File: config.mk
export PLATFORM = sky130hd
export DESIGN_NAME = ads_cell
export DESIGN_NICKNAME = d
export VERILOG_FILES = /design/src/rtl/ads_pkg.sv /design/src/rtl/ads_cell.sv
export SDC_FILE = /design/constraint.sdc
export NUM_CORES = 1
export LEC_CHECK = 0
export ABC_AREA = 1
export ABC_CLOCK_PERIOD_IN_PS = 3800
export BUFFER_PORTS_ARGS = -buffer_cell sky130_fd_sc_hd__buf_2
export CORE_ASPECT_RATIO = 0.9
export CORE_MARGIN = 8
export CORE_UTILIZATION = 46
export CTS_CLUSTER_DIAMETER = 150
export CTS_CLUSTER_SIZE = 20
export DETAILED_ROUTE_END_ITERATION = 16
export PLACE_DENSITY = 0.85
export REMOVE_ABC_BUFFERS = 1
export SETUP_SLACK_MARGIN = 0.2
export SYNTH_ARGS = -nofsm -noshare
export SYNTH_HDL_FRONTEND = slang
export SYNTH_SLANG_ARGS = --single-unit
File: constraint.sdc
create_clock -name i_clk -period 3.8 [get_ports i_clk]
set_clock_uncertainty 0.15 [all_clocks]
set_input_delay 0.57 -clock i_clk [delete_from_list [all_inputs] [get_ports i_clk]]
set_output_delay 0.57 -clock i_clk [all_outputs]
set_load 0.02 [all_outputs]
File: src/rtl/ads_pkg.sv
// Shared types and constants for the ascending/descending sorter.
// Used by the channel interfaces, the cell chain and the top level; depends on nothing else.
package ads_pkg;

    localparam int MAX_ELEMS = 64;
    localparam int DATA_W    = 32;
    localparam int CNT_W     = $clog2(MAX_ELEMS + 1);

    typedef logic signed [DATA_W-1:0] t_data;
    typedef logic [CNT_W-1:0]         t_count;

    typedef enum logic [2:0] {
        CELL_HOLD,
        CELL_INSERT,
        CELL_SHIFT_DOWN,
        CELL_SHIFT_UP
    } t_cell_op;

    typedef struct packed {
        t_cell_op op;
        t_data    din;
    } t_cell_ctrl;

    typedef enum logic {
        ST_LOAD,
        ST_EMIT
    } t_state;

endpackage

File: src/rtl/ads_cell.sv
// One cell of the sorting chain: holds one value and its valid bit.
// Depends on ads_pkg for the data type and the cell control struct.
module ads_cell import ads_pkg::*; (
    input  logic       i_clk,
    input  logic       i_rst_n,
    input  t_cell_ctrl i_ctrl,
    input  t_data      i_prev_val,
    input  logic       i_prev_vld,
    input  logic       i_prev_ins,
    input  t_data      i_next_val,
    input  logic       i_next_vld,
    output t_data      o_val,
    output logic       o_vld,
    output logic       o_ins
);

    t_data r_val, n_val;
    logic  r_vld, n_vld;

    // The broadcast value goes in front of this cell's value if smaller. An
    // empty cell counts as larger than anything, so the chain stays ascending.
    assign o_ins = !r_vld || (i_ctrl.din < r_val);

    always_comb begin
        n_val = r_val;
        n_vld = r_vld;
        case (i_ctrl.op)
            CELL_INSERT: begin
                if (o_ins) begin
                    n_val = i_prev_ins ? i_prev_val : i_ctrl.din;
                    n_vld = i_prev_ins ? i_prev_vld : 1'b1;
                end
            end
            CELL_SHIFT_DOWN: begin
                n_val = i_next_val;
                n_vld = i_next_vld;
            end
            CELL_SHIFT_UP: begin
                n_val = i_prev_val;
                n_vld = i_prev_vld;
            end
            default: begin
            end
        endcase
    end

    always_ff @(posedge i_clk) begin
        if (!i_rst_n) begin
            r_vld <= 1'b0;
        end else begin
            r_vld <= n_vld;
        end
    end

    always_ff @(posedge i_clk) begin
        r_val <= n_val;
    end

    assign o_val = r_val;
    assign o_vld = r_vld;

endmodule

**After elaboration in Yosys (flattened, before gate mapping)**

Cells that the tools add are included.

- Register bits after elaboration: 33
- Latch bits: 0
- Bits in writable memories: 0
- ROM bits: 0
- Bits of input ports: 104
- Output and inout bits: 34
- Memories: 0

- Add/sub/neg operators: 0
- Multipliers: 0
- Div/mod/pow operators: 0
- Order comparisons: 1
- Equality and inequality tests: 4
- Shift operators: 0
- Mux-type cells: 6
- Bitwise gates (word level): 0
- Reduce and logical (&&, ||, !) cells: 4

Operators by type and width:

| cell | count |
|---|---|
| case mux 32 bit (3 select lines) | 1 |
| two-way mux 32 bit | 2 |
| less-than comparator 32 bit | 1 |
| equality test 3 x 2 -> 1 bit (second input constant) | 2 |
| equality test 3 x 1 -> 1 bit (second input constant) | 1 |
| case mux 1 bit (3 select lines) | 1 |
| nonzero test 3 bit | 1 |
| two-way mux 1 bit | 2 |
| inequality test 2 bit (second input constant) | 1 |
| AND reduction 2 bit | 1 |
| logical NOT 1 bit | 1 |
| logical OR 1 bit | 1 |

**Logic depth before layout (Yosys ltp)**

Gate-level depths: netlist of the first run.

- Depth in word-level cells: 4
- Gate-level depth with buffers: 17
- Mapped depth without buffers: 17

**Worst setup path after synthesis of the first run**

No wires, ideal clock.

- Path type: input -> register
- Start point: input port i_ctrl[29] (netlist name)
- End point: register r_val[0] (netlist: o_val[0]), enable pin
- Arrival: 2.376 ns
- Slack: 0.882 ns
- Cell stages on the path: 9
- Path buffers: 0
- Path through: ha_1 -> a21oi_1 -> nor2_1 -> nor2_2 -> nand3_1 -> a21oi_4 -> nand3_1 -> nand4_2 -> and2_1

- Cells in the longest elaborated chain, start to end: 4

Ends and longest elaborated chain:

| item | line | RTL |
|---|---|---|
| start: declaration | ads_cell.sv:6 | `input t_cell_ctrl i_ctrl,` |
| less-than comparator 32 bit | ads_cell.sv:22 | `assign o_ins = !r_vld \|\| (i_ctrl.din < r_val);` |
| logical OR 1 bit | ads_cell.sv:22 |  |
| inequality test 2 bit (no source line) | - |  |
| AND reduction 2 bit (no source line) | - |  |
| end signal: assignment | ads_cell.sv:56 | `r_val <= n_val;` |
| end: declaration | ads_cell.sv:17 | `t_data r_val, n_val;` |

No other way between the ends.
A chain may end at the register's enable or synchronous reset.

**Worst setup path in the final report of the first run**

- Start point: register r_val[27] (netlist: o_val[27])
- End point: output port o_ins

- Cells in the longest elaborated chain, start to end: 2

Ends and longest elaborated chain:

| item | line | RTL |
|---|---|---|
| less-than comparator 32 bit | ads_cell.sv:22 |  |
| logical OR 1 bit | ads_cell.sv:22 |  |
| end: declaration | ads_cell.sv:14 | `output logic o_ins` |

No other way between the ends.

==> metrics.md, run 1 <==
| Metric | Value |
|---|---|
| Status | complete, no violations |
| Async set-reset flop share out of synthesis | 0% |
| Worst VDD drop | 158 µV |
| Core Region | 0.00556 mm² |
| Number of port buffers | 137 |
| Seq/Total Area, Yosys | 38.0% |
| Layout cells sized above 1 | 35.0% |
| Filler cells | 496 |
| DRC | 0 |
| GRT Overall Usage | 18.7% |
| CP bufs+invs | 3 |
| Arr. time, crit path | 2.04 ns |
| RSZ-0062 raised after global routing | no |
| Worst reg2reg path startpoint | o_val[27]$_DFFE_PP_ |
| Headroom to the max-slew limit | 51.2% |
| Synth Register Bits | 33 |
| Worst-skew pair later-pin latency | 0.28 ns |
| CP Max Fanout | 2 |
| Avg Inst Size Synth | 7.73 µm² |
| Drt pass-1 iters | 4 |
| Cell Chain, Critical Path | inv_1, ha_1, a21oi_1, o21ai_1, nand2_1, nand3_1, a21oi_4, nand3_1, nand2_1, inv_1, nand2_1, buf_2 |
| Avg WL per Cell | 14.3 µm |
| Synth warnings | 0 |
| Vias in the first global route | 2877 |
| Clock Tree Buf Depth | 2 |
| Final hold vios | 0 |
| 1st-iter DRT viols | 117 |
| Number of synthesized flops with an enable pin | 32 |
| Worst reg2reg endpoint | o_val[22]$_DFFE_PP_ |
| Top-Level Pins | 138 |
| Syn Inst Count | 334 |
| Worst hold path stage count | 5 |
| CP top delay family | simple AND/OR/NAND/NOR gates |
| Lkg Pwr | 1.85 nW |
| FMAX | 363 MHz |
| Largest net degree at the start of global routing | 35 |
| Final ANT Viol Nets | 0 |
| Cell Area, Synth | 0.00258 mm² |
| Die width | 95.0 µm |
| Pwr/cell area | 300 mW/mm² |
| Crit start category | register |
| Layout Nets | 603 |
| Post-synth top flop | edfxtp_1 |
| CTS Root Cell | clkbuf_8 |
| Die Ht | 87.1 µm |
| Initial antenna violation count | 0 |
| Setup Buffers After CTS | 0 |
| Cell mode on critical path | nand2_1 |
| Starting density of the core | 46.4% |
| Slew @ Worst Pin | 0.732 ns |
| Final instance area | 0.00340 mm² |
| Commonest non-fill, non-tap cells in the layout | buf_2, nand2_1, nand3_1, inv_1, edfxtp_1 |
| Hold_sp | i_rst_n |
| Setup Viol. Count Final | 0 |
| Worst Reg-to-Reg Cells | 10 |
| Total Wirelength | 7680 µm |
| Max capacitance violation total | 0 |
| R2R setup slack | 1.08 ns |
| Post-detail-place hpwl | 6140 µm |
| Slowest cell delay on critical path | 0.41 ns |
| Critical path required time | 3.08 ns |
| Antenna cells | 0 |
| Worst setup EP type | primary output |
| Final period util | 72.5% |
| Clock Sinks | 33 |
| Multi-input gate area | 0.00136 mm² |
| Placement-stage cell area | 0.00331 mm² |
| Kind of critical path | register to primary output |
| Post-CTS Hold Buffers | 0 |
| Tmin final | 2.76 ns |
| # rows | 26 |
| Final Max Tran Viols | 0 |
| Hold EP | o_vld$_SDFFE_PN0P_ |
| Die area | 0.00827 mm² |
| CTS tree | yes |
| Synth cell types | 25 |
| Worst-path clk slew | 0.07 ns |
| Remaining Overflow, GRT | 0 |
| Resized cells post-CTS | 0 |
| Post-layout util | 61.0% |
| Number of CTS-inserted buffers | 5 |
| Slowest stage cell, crit path | edfxtp_1 |
| Commonest non-fill, non-tap cell in the layout | buf_2 |
| Register Area | 981 µm² |
| Setup_tns | 0 ns |
| H-tree depth | 2 |
| Vias | 2692 |
| Vias per cell | 4.99 |
| P&R area growth vs syn | 31.6% |
| Placed insts | 531 |
| First-pass GRT wire length | 12500 µm |
| Hold/Removal Path Class | input port to register |
| Final GP Congestion | 0.860 |
| Final non-filler cell total | 539 |
## sequential cells by signal, indices dropped and copies added, names as in the netlist
signal / count
o_val: 32
o_vld: 1
## metal layers
metal	GRT usage, %	vias up	part of all wire [%]
met5	0	-	0
met4	5.95	0	1.6
met3	4.22	12	8.7
met2	33.1	112	50
met1	21.7	1190	40
li1	-	1378	-
## metrics by stage
stage                     hold WS, ns  worst slack (ns)  total power, mW
final                           0.419              1.04             1.02
after detailed placement        0.480             0.771            0.784
after floorplan                 0.527             0.882            0.648
after global routing            0.427             0.739             1.09
after global placement          0.461             0.823            0.769
after CTS                       0.407              1.04             1.03
## power breakdown
group | internal, mW | switching, mW
Sequential | 0.439 | 0.0150
Combinational | 0.129 | 0.191
Clock | 0.123 | 0.121
Total | 0.691 | 0.327
## how the worst max path moves through the flow
stage / from / end / slack, ns / depth (start not counted)
detailed placement: i_ctrl[5] / o_val[5]$_DFFE_PP_ / 0.77 / 12
global placement: i_ctrl[5] / o_val[5]$_DFFE_PP_ / 0.82 / 12
floorplan: i_ctrl[29] / o_val[0]$_DFFE_PP_ / 0.88 / 9
global route: o_val[23]$_DFFE_PP_ / o_ins / 0.74 / 13
finish: o_val[27]$_DFFE_PP_ / o_ins / 1.04 / 12
CTS: o_val[5]$_DFFE_PP_ / o_ins / 1.04 / 14
## cells in the mapped netlist (2+ instances only)
| master | number | area (µm²) |
|---|---|---|
| edfxtp_1 | 32 | 961 |
| clkbuf_1 | 3 | 11.3 |
| nand2_1 | 99 | 372 |
| nor3_1 | 2 | 10.0 |
| nand3_2 | 2 | 20.0 |
| nand3_1 | 66 | 330 |
| buf_2 | 9 | 45.0 |
| o21ai_0 | 2 | 10.0 |
| o21ai_1 | 2 | 10.0 |
| ha_1 | 31 | 388 |
| inv_1 | 44 | 165 |
| nor2_2 | 5 | 31.3 |
| inv_2 | 5 | 18.8 |
| o211ai_1 | 2 | 15.0 |
| a21oi_1 | 14 | 70.1 |
| nor2_1 | 7 | 26.3 |
## worst register-to-register path: stages, from the launching register on
cell and delay, ns:
edfxtp_1 0.41, inv_1 0.09, ha_1 0.25, a21oi_1 0.15, o21ai_1 0.10, nand2_1 0.07, nand3_1 0.11, a21oi_4 0.14
nand3_1 0.12, nand4_2 0.12, and2_2 0.63
## final cells by class
cell class                      count  area share [%]
Clock inverter                      3           0.368
Inverter                           49            5.42
Sequential cell                    33            28.9
Timing Repair Buffer              139            20.6
Tap cell                           70            2.58
Multi-Input combinational cell    240            40.1
Clock buffer                        5            2.03
## cell families after synthesis
kind of cell,share of synthesized area [%]
simple gates,32.6
fa+ha+maj,15.0
compound gates,5.04
flops,38.0
buf+inv,9.31
Note: power is estimated with default switching activity, not from simulation.
==> run 2, diff against run 1 <==
- ABC_AREA: 1 -> 0
- ABC_CLOCK_PERIOD_IN_PS: 3800 -> 2870
- CORE_UTILIZATION: 46 -> 45
- clock period: 3.8 -> 2.87 ns (I/O delays scaled with it)
==> run 2 against run 1 <==
  * Sequential power grew 35%
  * Sequential share of layout area shrank 1.7 points
  * Area after synthesis decreased by 6.4%
  * Critical path depth is 3 lower
  * Setup slack worse by 0.92 ns
  * Largest cell class unchanged
==> metrics.md, run 2 <==
| Metric | Value |
|---|---|
| Status | complete, no violations |
| Syn Inst Count | 271 (-19%) |
| Headroom to the max-slew limit | 46.6% (-4.6 points) |
| Critical path required time | 2.29 ns (-0.79 ns) |
| FMAX | 365 MHz |
| CTS tree | yes |
| RSZ-0062 raised after global routing | yes |
| Comb pwr share | 34.1% (+2.7 points) |
| Sequential Power Share | 39.0% (-5.6 points) |
| 1st-iter DRT viols | 89 (-24%) |
| Vias | 2561 (-4.9%) |
| Starting density of the core | 46.2% (-0.17 points) |
| P_int | 1.09 mW (+57%) |
| Worst reg2reg endpoint | o_val[26]$_DFFE_PP_ |
| Cell Area, Synth | 0.00241 mm² (-6.4%) |
| Final period util | 95.6% |
| Post-synth top flop | edfxtp_1 |
| Worst-path clk slew | 0.07 ns (about the same) |
| Max reg flops | 32 (unchanged) |
| Worst Reg-to-Reg Cells | 11 (+1) |
| Slew @ Worst Pin | 0.800 ns (+0.0687 ns) |
| Commonest non-fill, non-tap cell in the layout | buf_2 |
| Tmin final | 2.74 ns |
| Setup Viol. Count Final | 0 (unchanged) |
| Die area | 0.00797 mm² (-3.6%) |
| R2R setup slack | 0.19 ns (-0.89 ns) |
| First-pass GRT wire length | 12100 µm (-2.7%) |
| Final Max Tran Viols | 0 (unchanged) |
| Drt pass-1 iters | 4 (unchanged) |
| Layout Nets | 557 (-7.6%) |
| Vias in the first global route | 2690 (-6.5%) |
| Synth top area share | 39.8% (+2.6 points) |
| Hold_sp | i_prev_val[28] |
| Layout cells sized above 1 | 44.2% (+9.2 points) |
| Final ANT Viol Nets | 0 (unchanged) |
| Kind of critical path | register to primary output |
| Avg Inst Size Synth | 8.91 µm² (+15%) |
| Post-synth top cells | nand2_1, inv_1, a22oi_1, edfxtp_1, ha_1 |
| Crit start category | register |
| Top-count cell post-synth | nand2_1 |
| Antenna cells | 0 (unchanged) |
| Worst-skew pair later-pin latency | 0.28 ns (about the same) |
| Number of CTS-inserted buffers | 5 (unchanged) |
| Cell taking the most area after synthesis | edfxtp_1 |
| Avg WL per Cell | 16.3 µm (+14%) |
| Worst setup EP type | primary output |
| Clock Sinks | 33 (unchanged) |
| Seq/Total Area, Yosys | 40.6% (+2.6 points) |
| Top-Level Pins | 138 (unchanged) |
| Clock Tree Buf Depth | 2 (unchanged) |
| P_sw | 0.485 mW (+48%) |
| Lkg Pwr | 1.87 nW (+0.69%) |
| Place WS | -0.0981 ns (-0.869 ns) |
| Max capacitance violation total | 0 (unchanged) |
| Worst hold path stage count | 3 (-2) |
| Vias per cell | 5.23 (+4.6%) |
| Final instance area | 0.00361 mm² (+6.4%) |
| Total Wirelength | 7990 µm (+3.9%) |
| CP Max Fanout | 2 (unchanged) |
| Synth warnings | 0 (unchanged) |
| H-tree depth | 2 (unchanged) |
| Post-CTS Hold Buffers | 0 (unchanged) |
| DRC | 0 (unchanged) |
| Worst setup margin | 0.127 ns (-0.916 ns) |
| Synth top area cells | edfxtp_1, ha_1, nand2_1 |
| Clk network pwr share | 26.9% (+2.9 points) |
| Worst reg2reg path startpoint | o_val[11]$_DFFE_PP_ |
| Number of synthesized flops with an enable pin | 32 (unchanged) |
| Final GP Congestion | 0.835 (-2.9%) |
| Final non-filler cell total | 490 (-9.1%) |
| Post-detail-place hpwl | 6200 µm (+1.1%) |
| Hold/Removal Path Class | input port to register |
| Remaining Overflow, GRT | 0 (unchanged) |
| Placement-stage cell area | 0.00324 mm² (-2.3%) |
| Switching Fraction | 30.9% (-1.3 points) |
| Core Region | 0.00522 mm² (-6.1%) |
| Number of port buffers | 137 (unchanged) |
| Async set-reset flop share out of synthesis | 0% (unchanged) |
| GRT Overall Usage | 18.8% (+0.099 points) |
| Die width | 93.2 µm (-1.8%) |
| CTS Root Cell | clkbuf_8 |
| Commonest non-fill, non-tap cells in the layout | buf_2, nand2_1, inv_1, a22oi_1, edfxtp_1 |
| Pwr/cell area | 435 mW/mm² (+45%) |
| Largest net degree at the start of global routing | 19 (-46%) |
| Worst VDD drop | 362 µV (+130%) |
| Synth cell types | 29 (+16%) |
| Final hold vios | 0 (unchanged) |
| Hold EP | o_val[28]$_DFFE_PP_ |
| P&R area growth vs syn | 49.6% |
| Synth Register Bits | 33 (unchanged) |
| Die Ht | 85.5 µm (-1.8%) |
| Placed insts | 473 (-11%) |
| Initial antenna violation count | 0 (unchanged) |
| # rows | 25 (-3.8%) |
| Arr. time, crit path | 2.16 ns (+0.12 ns) |
-- run 2: cell types whose count changed after synthesis, sizes merged, moves of 7 or more --
| cell | delta |
|---|---|
| nand3 | -64 |
| clkbuf | +7 |
| a22oi | +32 |
| nand2 | -28 |
| buf | -9 |
| inv | -15 |
-- run 2: area by class of cell --
cell class	instances	area, µm²
Tap cell	67	83.8
Clock inverter	2	33.8
Sequential cell	33	981
Multi-Input combinational cell	194	1420
Inverter	34	128
Clock buffer	6	72.6
Fill cell	427	1610
Timing Repair Buffer	154	893
-- run 2: metal layers --
| metal | part of all wire (%) | track usage, % |
|---|---|---|
| met2 | 50 | 33.3 |
| met1 | 39 | 21.2 |
| met3 | 9.9 | 6.54 |
| met5 | 0 | 0 |
| met4 | 1.3 | 3.95 |
-- run 2: cell families after synthesis --
family                   share of synthesized area (%)
buffers and inverters                             6.84
flip-flops                                        40.6
adder cells (fa/ha/maj)                           16.1
AO/OA/AOI/OAI                                     17.7
multiplexers                                     0.415
AND/OR/NAND/NOR                                   18.3
-- run 2: repair_timing --
action / CTS / global route
resized for setup: 4 / 20
setup buffers: 2 / 4
pin swaps: 5 / 5
setup endpoints to repair: 33 / 33
gates cloned: 0 / 3
-- run 2: metrics by stage --
step	utilization [%]	power [mW]	hold slack (ns)	setup TNS (ns)
after floorplan	-	0.876	0.430	-23.18
after global routing	69.2	1.67	0.259	0
final	69.2	1.57	0.260	0
after CTS	64.6	1.51	0.254	0
after detailed placement	62.0	1.08	0.465	-2.99
after global placement	62.0	1.06	0.455	-2.00
-- run 2: how the worst max path moves through the flow --
| stage | from | depth (start not counted) | end | slack [ns] |
|---|---|---|---|---|
| after detailed placement | i_ctrl[9] | 10 | o_val[10]$_DFFE_PP_ | -0.1 |
| after global placement | i_ctrl[9] | 10 | o_val[11]$_DFFE_PP_ | -0.07 |
| after CTS | o_val[31]$_DFFE_PP_ | 9 | o_ins | 0.08 |
| final | o_val[11]$_DFFE_PP_ | 9 | o_ins | 0.13 |
| after global routing | o_val[23]$_DFFE_PP_ | 7 | o_ins | 0.002 |
| after floorplan | o_val[14]$_DFFE_PP_ | 8 | o_val[0]$_DFFE_PP_ | -0.43 |
-- run 2: power by group through the flow --
| stage | Sequential, mW | Combinational, mW | Clock (mW) |
|---|---|---|---|
| global route | 0.619 | 0.592 | 0.456 |
| finish | 0.613 | 0.536 | 0.422 |
| detailed placement | 0.623 | 0.461 | 0 |
| CTS | 0.612 | 0.472 | 0.430 |
| floorplan | 0.679 | 0.198 | 0 |
| global placement | 0.621 | 0.442 | 0 |
-- run 2: worst max-delay path, stage by stage (launching register included) --
cell,delay (ns)
edfxtp_1,0.40
inv_2,0.09
ha_4,0.20
a21oi_2,0.16
o21ai_2,0.09
a221oi_4,0.28
nand3_2,0.14
and3_4,0.18
a211oi_2,0.17
buf_4,0.18
==> run 3, diff against run 2 <==
- BUFFER_PORTS_ARGS: -buffer_cell sky130_fd_sc_hd__buf_2 -> unset
- CORE_ASPECT_RATIO: 0.9 -> 1.5
- CORE_UTILIZATION: 45 -> 50
- DONT_BUFFER_PORTS: unset -> 1
- GPL_ROUTABILITY_DRIVEN: unset -> 0
- PLACE_DENSITY: 0.85 -> 0.68
==> run 3 against run 2 <==
  * Setup slack got worse by 0.082 ns
  * Sequential power increased by 2%
  * Global-route usage fell by 0.38 points
  * Sequential share of layout area increased by 5.2 points
  * Utilization fell by 5.1 points
  * Hold slack got worse by 0.10 ns
  * First-iteration DRC count up 26%
  * Cell area down 16%
  * Critical path type unchanged
  * Largest cell class unchanged
==> metrics.md, run 3 (synthesized netlist as in run 2, its figures left out) <==
| Metric | Value |
|---|---|
| Layout cells sized above 1 | 24.9% (-19 points) |
| Placed insts | 362 (-23%) |
| Clock Sinks | 33 (unchanged) |
| Placement-stage cell area | 0.00274 mm² (-15%) |
| Slew @ Worst Pin | 0.747 ns (-0.0529 ns) |
| Crit start category | register |
| Final hold vios | 0 (unchanged) |
| Final Max Tran Viols | 0 (unchanged) |
| Clock Tree Buf Depth | 2 (unchanged) |
| Worst setup EP type | primary output |
| Drt pass-1 iters | 4 (unchanged) |
| Setup Viol. Count Final | 0 (unchanged) |
| Worst reg2reg path startpoint | o_val[9]$_DFFE_PP_ |
| Worst hold path stage count | 2 (-1) |
| Sequential Power Share | 45.1% (+6.1 points) |
| Critical path required time | 2.29 ns (about the same) |
| Worst VDD drop | 404 µV (+12%) |
| First-pass GRT wire length | 10600 µm (-12%) |
| Number of CTS-inserted buffers | 5 (unchanged) |
| P_int | 0.943 mW (-13%) |
| Commonest non-fill, non-tap cell in the layout | nand2_1 |
| CTS tree | yes |
| Final period util | 98.4% (+2.9 points) |
| Worst Reg-to-Reg Cells | 13 (+2) |
| Cell Chain, Critical Path | inv_1, ha_1, nand4_1, buf_4, a211oi_1, a211oi_2, nand2_1, a211oi_4, a211oi_2, buf_4 |
| Kind of critical path | register to primary output |
| Slowest cell delay on critical path | 0.34 ns (-0.06 ns) |
| CP Max Fanout | 4 (+2) |
| Antenna cells | 0 (unchanged) |
| Largest net degree at the start of global routing | 24 (+5) |
| P&R area growth vs syn | 25.5% |
| Layout Nets | 447 (-20%) |
| Max reg flops | 32 (unchanged) |
| Pwr/cell area | 458 mW/mm² (+5.4%) |
| Slowest stage cell, crit path | edfxtp_1 |
| 1st-iter DRT viols | 112 (+26%) |
| Top-Level Pins | 138 (unchanged) |
| Met2 usage | 34.0% (+0.69 points) |
| Hold EP | o_vld$_SDFFE_PN0P_ |
| Starting density of the core | 51.0% (+4.8 points) |
| Lkg Pwr | 1.42 nW (-24%) |
| Die Ht | 101 µm (+18%) |
| # rows | 31 (+24%) |
| P_sw | 0.447 mW (-7.9%) |
| Worst-path clk slew | 0.07 ns (about the same) |
| Met3 Use GR | 6.37% (-0.17 points) |
| Max capacitance violation total | 0 (unchanged) |
| Final instance area | 0.00303 mm² (-16%) |
| Vias in the first global route | 2232 (-17%) |
| R2R setup slack | 0.07 ns (-0.12 ns) |
| Post-detail-place hpwl | 5550 µm (-10%) |
| GRT Overall Usage | 18.5% (-0.38 points) |
| Tmin final | 2.83 ns (+0.0825 ns) |
| Post-CTS Hold Buffers | 0 (unchanged) |
| Final ANT Viol Nets | 0 (unchanged) |
| Hold slack | 0.156 ns (-0.104 ns) |
| RSZ-0062 raised after global routing | yes |
| Arr. time, crit path | 2.24 ns (+0.08 ns) |
| Initial antenna violation count | 0 (unchanged) |
| Vias per cell | 5.69 (+8.9%) |
| Hold/Removal Path Class | input port to register |
| Total Wirelength | 7090 µm (-11%) |
| Die area | 0.00736 mm² (-7.7%) |
| Core Region | 0.00473 mm² (-9.4%) |
| H-tree depth | 2 (unchanged) |
| Busiest grt layer | met2 |
| DRC | 0 (unchanged) |
| Comb pwr share | 31.0% (-3.1 points) |
| Worst reg2reg endpoint | o_val[8]$_DFFE_PP_ |
| CTS Root Cell | clkbuf_8 |
| Commonest non-fill, non-tap cells in the layout | nand2_1, buf_4, a22oi_1, edfxtp_1, inv_1 |
| GR Layer Usage met1 | 18.1% (-3.2 points) |
| CP bufs+invs | 3 (+1) |
| Die width | 72.7 µm (-22%) |
| CP top delay family | compound AO/OA/AOI/OAI gates |
| Number of port buffers | 0 (-100%) |
| Avg WL per Cell | 18.7 µm (+15%) |
| Final non-filler cell total | 379 (-23%) |
| Remaining Overflow, GRT | 0 (unchanged) |
| Headroom to the max-slew limit | 50.1% (+3.5 points) |
| Switching Fraction | 32.1% (+1.3 points) |
| FMAX | 354 MHz (-2.9%) |
| Status | complete, no violations |
| Worst-skew pair later-pin latency | 0.28 ns (about the same) |
| Clk network pwr share | 23.9% (-3.0 points) |
| Vias | 2157 (-16%) |
| Hold_sp | i_rst_n |
## run 3: metrics by stage
step / setup TNS [ns] / util, % / total power [mW] / setup slack [ns]
floorplan: -23.18 / - / 0.876 / -0.433
global placement: 0 / 58.0 / 1.00 / 0.184
detailed placement: 0 / 58.0 / 1.01 / 0.154
CTS: 0 / 61.8 / 1.37 / 0.119
global route: -0.443 / 64.0 / 1.47 / -0.0777
finish: 0 / 64.0 / 1.39 / 0.0447
## run 3: what timing repair did
| item | in CTS | in global routing |
|---|---|---|
| pin swaps | 9 | 9 |
| buffers inserted | 5 | 3 |
| gates cloned | 0 | 1 |
| endpoints found under the setup margin | 33 | 33 |
| gates resized for setup | 13 | 15 |
## run 3: power groups by stage
stage / sequential [mW] / clock (mW) / combinational [mW]
floorplan: 0.679 / 0 / 0.198
global placement: 0.635 / 0 / 0.367
detailed placement: 0.636 / 0 / 0.375
CTS: 0.626 / 0.344 / 0.404
global route: 0.633 / 0.361 / 0.476
finish: 0.627 / 0.332 / 0.431
## run 3: per-layer routing
| metal | routed length [µm] | up-vias |
|---|---|---|
| li1 | - | 1042 |
| met1 | 2410 | 1012 |
| met2 | 3930 | 92 |
| met3 | 590 | 11 |
| met4 | 164 | 0 |
| met5 | 0 | - |
## run 3: how the worst max path moves through the flow
stage | to | cells after the start | from | slack, ns
after global placement | o_val[11]$_DFFE_PP_ | 9 | i_ctrl[11] | 0.18
final | o_ins | 10 | o_val[31]$_DFFE_PP_ | 0.04
after detailed placement | o_val[11]$_DFFE_PP_ | 9 | i_ctrl[11] | 0.15
after floorplan | o_val[0]$_DFFE_PP_ | 8 | o_val[14]$_DFFE_PP_ | -0.43
after CTS | o_ins | 8 | o_val[12]$_DFFE_PP_ | 0.12
after global routing | o_ins | 10 | o_val[31]$_DFFE_PP_ | -0.08
## run 3: cell type report
type                       instances  area, µm²
clock buffer                       5       68.8
clock inverter                     3       12.5
fill                             401       1700
inverter                          34        128
multi-input combinational        194       1410
sequential                        33        981
tap                               66       82.6
timing repair buffer              44        347
